`src/design/rta_pkg.sv`:
```
// shared types, constants and codes for the route table with aging
// no dependencies
package rta_pkg;
	localparam int TableEntriesDefault = 16;
	localparam int MaxUnreachableDefault = 16;
	localparam int ResultCap = 16;
	localparam logic [63:0] UsPerS = 64'd1000000;

	typedef enum logic [1:0] {
		OP_ADD = 2'd0, OP_LOOKUP = 2'd1, OP_DELETE = 2'd2, OP_BREAK = 2'd3
	} op_t;

	typedef enum logic [1:0] {
		COND_ACTIVE = 2'd0, COND_IDLE = 2'd1, COND_EXPIRED = 2'd2, COND_BROKEN = 2'd3
	} cond_t;

	typedef enum logic [2:0] {
		ST_OK = 3'd0, ST_NOT_FOUND = 3'd1, ST_PRESENT = 3'd2, ST_FULL = 3'd3,
		ST_UNREACH = 3'd4, ST_NONE_UNREACH = 3'd5
	} status_t;

	typedef enum logic [1:0] {
		REG_ACTIVE = 2'd0, REG_IDLE = 2'd1, REG_LIFETIME = 2'd2
	} reg_idx_t;

	typedef enum logic [2:0] {
		S_IDLE, S_READ, S_AGE, S_WRITE, S_EMIT, S_ADD, S_DONE
	} state_t;

	// commands from controller to datapath
	typedef struct packed {
		logic load;      // capture input item, clear scan state
		logic read;      // read entry at index into stage register
		logic age;       // compute aged entry and decisions
		logic wr_aged;   // write back aged entry (may clear)
		logic wr_clear;  // clear the entry at index
		logic wr_break;  // mark the entry broken
		logic wr_add;    // write new route at free slot
		logic idx_inc;   // next index
		logic res_load;  // build result register
		logic [2:0] res_kind; // status for result
		logic res_last;
		logic res_found; // copy entry contents into result
		logic cnt_inc;   // count unreachable report
	} cmd_t;

	typedef struct packed {
		logic [1:0] op;
		logic idx_end;   // index is the last entry
		logic match;     // key match after aging
		logic hop_match; // hop match after aging
		logic active;    // aged condition is active
		logic cnt_ok;    // below report cap
		logic any_rep;   // at least one report given
		logic free_ok;   // a free slot was seen
	} sts_t;
endpackage

```
`src/design/rta_ctrl.sv`:
```
// controller state machine: scan sequencing and result handshake
// depends on rta_pkg
module rta_ctrl (
	input  logic clk,
	input  logic arst_n,
	input  logic in_valid,
	output logic in_ready,
	output logic out_valid,
	input  logic out_ready,
	input  rta_pkg::sts_t sts,
	output rta_pkg::cmd_t cmd
);
	import rta_pkg::*;
	state_t state_q, state_n;
	logic ov_q, ov_n;
	logic slot_ok;

	always_ff @(posedge clk or negedge arst_n) begin
		if (!arst_n) begin
			state_q <= S_IDLE; ov_q <= 1'b0;
		end else begin
			state_q <= state_n; ov_q <= ov_n;
		end
	end
	assign out_valid = ov_q;
	assign slot_ok = !ov_q || out_ready;

	always_comb begin
		state_n = state_q;
		cmd = '0;
		ov_n = ov_q && !out_ready;
		in_ready = 1'b0;
		case (state_q)
			S_IDLE: begin
				in_ready = 1'b1;
				if (in_valid) begin
					cmd.load = 1'b1; state_n = S_READ;
				end
			end
			S_READ: begin
				cmd.read = 1'b1; state_n = S_AGE;
			end
			S_AGE: begin
				cmd.age = 1'b1; state_n = S_WRITE;
			end
			S_WRITE: begin
				if (sts.op == OP_BREAK) begin
					if (sts.hop_match && sts.active && sts.cnt_ok) begin
						state_n = S_EMIT;
					end else begin
						cmd.wr_aged = 1'b1; cmd.wr_break = sts.hop_match;
						if (sts.idx_end) state_n = S_DONE;
						else begin
							cmd.idx_inc = 1'b1; state_n = S_READ;
						end
					end
				end else if (sts.match) begin
					if (slot_ok) begin
						cmd.wr_aged = 1'b1;
						cmd.wr_clear = sts.op == OP_DELETE;
						cmd.res_load = 1'b1; cmd.res_last = 1'b1;
						cmd.res_found = sts.op == OP_LOOKUP;
						cmd.res_kind = (sts.op == OP_ADD) ? ST_PRESENT : ST_OK;
						ov_n = 1'b1; state_n = S_IDLE;
					end
				end else begin
					cmd.wr_aged = 1'b1;
					if (sts.idx_end) state_n = S_DONE;
					else begin
						cmd.idx_inc = 1'b1; state_n = S_READ;
					end
				end
			end
			S_EMIT: begin
				// the held report goes out once the next one is known
				if (!sts.any_rep || slot_ok) begin
					if (sts.any_rep) begin
						cmd.res_load = 1'b1; cmd.res_kind = ST_UNREACH;
						ov_n = 1'b1;
					end
					cmd.cnt_inc = 1'b1;
					cmd.wr_aged = 1'b1; cmd.wr_break = 1'b1;
					if (sts.idx_end) state_n = S_DONE;
					else begin
						cmd.idx_inc = 1'b1; state_n = S_READ;
					end
				end
			end
			S_DONE: begin
				if (slot_ok) begin
					if (sts.op == OP_BREAK) begin
						cmd.res_load = 1'b1; cmd.res_last = 1'b1;
						cmd.res_kind = sts.any_rep ? ST_UNREACH : ST_NONE_UNREACH;
						ov_n = 1'b1; state_n = S_IDLE;
					end else if (sts.op == OP_ADD) begin
						state_n = S_ADD;
					end else begin
						cmd.res_load = 1'b1; cmd.res_last = 1'b1; cmd.res_kind = ST_NOT_FOUND;
						ov_n = 1'b1; state_n = S_IDLE;
					end
				end
			end
			S_ADD: begin
				if (slot_ok) begin
					cmd.res_load = 1'b1; cmd.res_last = 1'b1;
					cmd.res_kind = sts.free_ok ? ST_OK : ST_FULL;
					cmd.wr_add = sts.free_ok;
					ov_n = 1'b1; state_n = S_IDLE;
				end
			end
			default: state_n = S_IDLE;
		endcase
	end
endmodule

```
`config.mk`:
```
export PLATFORM = sky130hd
export DESIGN_NAME = rta_ctrl
export DESIGN_NICKNAME = d
export VERILOG_FILES = /design/src/design/rta_pkg.sv /design/src/design/rta_ctrl.sv
export SDC_FILE = /design/constraint.sdc
export NUM_CORES = 1
export LEC_CHECK = 0
export BUFFER_PORTS_ARGS = -buffer_cell sky130_fd_sc_hd__buf_2
export CAP_MARGIN = 20
export CORE_ASPECT_RATIO = 0.9
export CORE_MARGIN = 1
export CORE_UTILIZATION = 42
export DETAILED_ROUTE_END_ITERATION = 8
export PLACE_DENSITY = 0.71
export SETUP_SLACK_MARGIN = 0.4
export SLEW_MARGIN = 10
export SYNTH_ARGS = -nofsm -noshare
export SYNTH_HDL_FRONTEND = slang
export SYNTH_SLANG_ARGS = --single-unit
export TNS_END_PERCENT = 50
```
`constraint.sdc`:
```
create_clock -name clk -period 3.8 [get_ports clk]
set_input_delay 0.38 -clock clk [delete_from_list [all_inputs] [get_ports clk]]
set_output_delay 0.38 -clock clk [all_outputs]
set_load 0.01 [all_outputs]
```
==> results of run 1 <==
[final timing paths]
check                                  startpoint                      to  slack [ns]  cells past startpoint
min                                      in_valid  state_q[0]$_DFFE_PN0P_        0.44                      3
max reg2reg                state_q[1]$_DFFE_PN0P_  state_q[1]$_DFFE_PN0P_        2.23                      4
min reg2reg                   out_valid$_DFF_PN0_     out_valid$_DFF_PN0_        0.76                      2
max in group asynchronous                  arst_n  state_q[0]$_DFFE_PN0P_        3.22                      2
max                        state_q[2]$_DFFE_PN0P_                  cmd[6]        1.47                      5
min in group asynchronous                  arst_n  state_q[2]$_DFFE_PN0P_        0.46                      2
[through the flow]
| step | setup slack (ns) | cells | hold WS (ns) | power, mW | instance area [um^2] |
|---|---|---|---|---|---|
| after floorplan | 2.04 | 89 | 0.0844 | 0.359 | 628 |
| after global placement | 1.81 | 123 | 0.185 | 0.428 | 733 |
| after detailed placement | 1.74 | 123 | 0.189 | 0.431 | 733 |
| after CTS | 1.46 | 127 | 0.436 | 0.491 | 766 |
| after global routing | 1.37 | 127 | 0.455 | 0.538 | 766 |
| final | 1.47 | 127 | 0.439 | 0.490 | 766 |
[critical path: stages (launching register included)]
cell	delay [ns]
dfrtp_1	0.58
nand3b_4	0.27
or3b_4	0.42
a21o_1	0.18
o21ai_0	0.08
buf_2	0.16
[kinds of logic after synthesis]
logic type             share of synthesized area (%)
AO/OA/AOI/OAI                                   32.7
multiplexers                                    1.59
AND/OR/NAND/NOR                                 38.8
buffers and inverters                           11.0
flip-flops                                      15.9
[registers in the layout (all words and copies together) (netlist names)]
register / flops
state_q: 3
out_valid: 1
[repair_timing]
| action | CTS | global route |
|---|---|---|
| hold buffers | 1 | 0 |
| setup buffers | 0 | 0 |
| hold endpoints to repair | 4 | 0 |
[routing by layer]
metal / wire [um] / track usage, % / vias up
li1: - / - / 368
met1: 756 / 26.6 / 322
met2: 747 / 37.1 / 22
met3: 77 / 5.61 / 2
met4: 14 / 4.69 / 0
met5: 0 / 0 / -
[layout make-up]
type	count	area (um^2)	share of cell area, %
sequential	4	100	13.1
multi-input combinational	73	459	60.0
inverter	3	11.3	1.47
clock buffer	3	22.5	2.94
tap	14	17.5	2.29
timing repair buffer	30	155	20.3
[cell usage in the layout, fill, tap and decap left out, types with 2 or more instances in the layout]
cell type and n:
nor2b_1 4, o21ai_0 9, a31oi_1 3, nor2_1 12, clkbuf_4 3, nor3b_1 4, o31ai_1 2, nand2b_1 4
inv_1 3, o22ai_1 3, dfrtp_1 4, nand2_1 6, a21oi_1 3, nand3_1 5, nor3_1 2, buf_2 29
[power groups by stage]
stage                     sequential, mW  clock (mW)  combinational (mW)
after floorplan                   0.0718           0               0.287
after global placement             0.131           0               0.296
after detailed placement           0.134           0               0.297
after global routing               0.142      0.0619               0.333
final                              0.135      0.0573               0.298
after CTS                          0.133      0.0593               0.300
==> run metrics, run 1 <==
die area 1650 um^2; Req. time, crit path 3.42 ns; Resize count post-CTS 0; Post-Syn Instances 89; vias 714; Total GRT Usage 21.4%; clk root buf clkbuf_4; Die Y 38.7 um; Area contributors post-synth dfrtp_1, o21ai_0, nor2_1; WL/cell 12.6 um; CTS tree yes; initial antenna violation count 0; Crit. End Element primary output; Initial Util 48.1%; GRT Residual Overflow 0; Area Overhead vs Synth 21.9%; Comb pwr share 60.7%; GPL Wtd Cong 0.773; Slew @ Worst Pin 0.587 ns; PD cells 641 nW/um^2; boundary pin count 30; Post-Route WL 1.60 mm; Final Hold Viols 0; final worst-path cycle share 61.4%; Clock Skew 0.00485 ns; commonest cells in the netlist nor2_1, o21ai_0, nand2_1; setup TNS 0 ns; Pre-Repair DR Iteration Count 4; post-DP HPWL 1.18 mm; Chip Width 42.8 um; EDFF count, synth 0; most common cell in the netlist nor2_1; clock buffer depth 2; Most used DFF post-synth dfrtp_1; #FFs+latches synth 4; clock share of power 11.7%; mean post-synth cell area 7.06 um^2; FFs w/ async S/R, synth 100%; Clk pin slew, worst setup/hold paths 0.04 ns; Yosys top cell area share 15.9%; Cell variety after synth 34; # clock sinks 4; first-pass GRT wire length 2.63 mm; core area 1310 um^2; crit path max fanout 19; yosys synthesis warning count 0; ant diodes 0; CTS H-tree depth 1; critical path arrival 1.95 ns; Worst Setup Path Type reg -> out; Leak Pwr 0.374 nW; Layout Utilization 58.6%; post-route ant nets 0; Worst Hold Class in -> reg; Std-Cell Rows 12; Psw 0.248 mW; fin crit period 2.33 ns; Syn Nets 102; Post-Syn Area 628 um^2; Clock Latency Late Sink 0.25 ns; RSZ-0062 raised after global routing false; layout cells sized above 1 34.5%; drt drc 0; status complete, no violations; vias in the first global route 576; cell taking the most area after synthesis dfrtp_1; crit start category flip-flop; sequential share of the synthesized area 15.9%; initial DRC count 18; Power Internal 0.242 mW; largest net degree at the start of global routing 20; Fmax 428 MHz; Slew headroom 60.9%; Port Buf Inserts 29; max-slew violation total from the final report 0; Max Cap Viol 0; nets 128; sequential share of power 27.6%; # fillers 140; switching share of power 50.6%; final setup vio count 0; CTS buffer count 3; Peak supply drop 0.274 mV; Vias/cell 5.62
No activity file was read; power rests on OpenSTA's default activity.
==> run 2: changes to the inputs <==
clock period = 2.4 ns   (was 3.8 ns; I/O delays follow)
==> run metrics, run 2 (same netlist as run 1, synthesis figures left out) <==
status complete, no violations; CTS H-tree depth 1 (unchanged); Leak Pwr 0.416 nW (+11%); CTS tree yes; # fillers 120 (-14%); Worst Hold Class in -> reg; drt drc 0 (unchanged); die area 1650 um^2 (unchanged); CP peak stage delay 0.44 ns (-0.14 ns); ordered cell list for the critical path nor2b_1 -> or3b_4 -> a21o_1 -> o21ai_0 -> buf_2; final setup vio count 0 (unchanged); clk root buf clkbuf_4; area of the multi-input gates 459 um^2 (unchanged); GPL Wtd Cong 0.792 (+2.5%); Clock Latency Late Sink 0.24 ns (about the same); RSZ-0062 raised after global routing false; # clock sinks 4 (unchanged); Area Overhead vs Synth 33.1%; Most flops, register state_q; Clock Skew 0.00759 ns (+0.00273 ns); sequential share of power 18.5% (-9.1 points); clock buffer depth 2 (unchanged); Chip Width 42.8 um (unchanged); Largest register FFs 3 (unchanged); first-pass GRT wire length 2.43 mm (-7.6%); Port Buf Inserts 29 (unchanged); switching share of power 46.4% (-4.2 points); core area 1310 um^2 (unchanged); Final Hold Viols 0 (unchanged); initial antenna violation count 0 (unchanged); initial DRC count 17 (-1); boundary pin count 30 (unchanged); ant diodes 0 (unchanged); PD cells 1060 nW/um^2 (+65%); slowest cell on the critical path or3b_4; Hold Slack 0.292 ns (-0.147 ns); max-slew violation total from the final report 0 (unchanged); Comb pwr share 72.0% (+11 points); Psw 0.410 mW (+65%); clock share of power 9.5% (-2.2 points); setup ws final 0.516 ns (-0.950 ns); Die Y 38.7 um (unchanged); WL/cell 12.3 um (-1.9%); Slew headroom 71.4% (+11 points); Crit. End Element primary output; Clk pin slew, worst setup/hold paths 0.04 ns (about the same); Initial Util 48.1% (unchanged); Fmax 531 MHz; crit path max fanout 6 (-13); FF/Latch Area 103 um^2 (+2.5%); crit start category flip-flop; CTS buffer count 3 (unchanged); Slew @ Worst Pin 0.428 ns (-0.159 ns); final worst-path cycle share 78.5%; setup TNS 0 ns (unchanged); WP buf/inv 1 (unchanged); most frequent cells in the layout buf_2, nor2_1, o21ai_0, buf_4, nand2_1; fin crit period 1.88 ns; Power Internal 0.474 mW (+96%); critical path arrival 1.64 ns (-0.31 ns); Std-Cell Rows 12 (unchanged); post-route ant nets 0 (unchanged); Req. time, crit path 2.16 ns (-1.26 ns); Top delay family on crit path simple AND/OR/NAND/NOR gates; total power 0.884 mW (+80%); largest net degree at the start of global routing 19 (-5.0%); post-DP HPWL 1.20 mm (+1.9%); Peak supply drop 0.662 mV (+140%); Total GRT Usage 19.6% (-1.8 points); Placement Setup Slack 0.545 ns (-1.20 ns); Worst Setup Path Type reg -> out; layout cells sized above 1 41.0% (+6.5 points); nets 137 (+7.0%); vias in the first global route 543 (-5.7%); Max Cap Viol 0 (unchanged); Pre-Repair DR Iteration Count 4 (unchanged); Vias/cell 5.55 (-1.3%); commonest non-fill, non-tap cell in the layout buf_2; GRT Residual Overflow 0 (unchanged); vias 755 (+5.7%); Post-Route WL 1.68 mm (+5.0%)
-- run 2: cell types whose count changed in the layout (fill, tap and decap cells not counted), sizes merged --
cell,delta
buf,+9
-- run 2: power groups by stage --
stage / clock (mW) / sequential (mW) / combinational (mW)
6_report: 0.0839 / 0.164 / 0.636
5_1_grt: 0.0916 / 0.168 / 0.698
4_1_cts: 0.0854 / 0.193 / 0.501
3_5_place_dp: 0 / 0.190 / 0.498
3_3_place_gp: 0 / 0.186 / 0.500
2_1_floorplan: 0 / 0.114 / 0.455
-- run 2: final cells by class --
| type | instances | area share, % |
|---|---|---|
| timing repair buffer | 39 | 26.6 |
| multi-input combinational | 73 | 54.9 |
| clock buffer | 3 | 2.69 |
| tap | 14 | 2.10 |
| inverter | 3 | 1.35 |
| sequential | 4 | 12.3 |
-- run 2: what timing repair did --
item                                   CTS  global route
hold buffers                             1             0
setup endpoints to repair                5             5
resized for setup                        2             0
endpoints found under the hold margin    4             0
buffers inserted                         0             8
gates cloned                             0             0
-- run 2: tightest hold or removal path, cell delays in order --
cell	delay [ns]
buf_2	0.11
inv_1	0.04
a222oi_1	0.08
-- run 2: metal layers --
layer	GRT usage, %	wire (um)	share of wire [%]	up-vias
met1	25.6	808	48	332
met5	0	0	0	-
met2	31.4	729	43	35
met4	0.781	0	0	0
li1	-	-	-	388
met3	8.41	138	8.2	0
-- run 2: per-stage QoR --
| step | utilization (%) | instances | cell area [um^2] |
|---|---|---|---|
| 2_1_floorplan | - | 89 | 628 |
| 3_3_place_gp | 56.7 | 124 | 741 |
| 3_5_place_dp | 56.7 | 124 | 741 |
| 4_1_cts | 59.4 | 128 | 776 |
| 5_1_grt | 64.0 | 136 | 836 |
| 6_report | 64.0 | 136 | 836 |
-- run 2: path summary, 6_finish.rpt --
kind                                             start  cells after the start  slack (ns)                      to
worst max-delay path               out_valid$_DFF_PN0_                      5        0.52                  cmd[2]
worst min-delay path                          in_valid                      3        0.29  state_q[0]$_DFFE_PN0P_
worst max register to register  state_q[0]$_DFFE_PN0P_                      5        0.95  state_q[1]$_DFFE_PN0P_
worst min register to register  state_q[2]$_DFFE_PN0P_                      2        0.68     out_valid$_DFF_PN0_
max in group asynchronous                       arst_n                      2        1.92  state_q[0]$_DFFE_PN0P_
min in group asynchronous                       arst_n                      2        0.34  state_q[1]$_DFFE_PN0P_
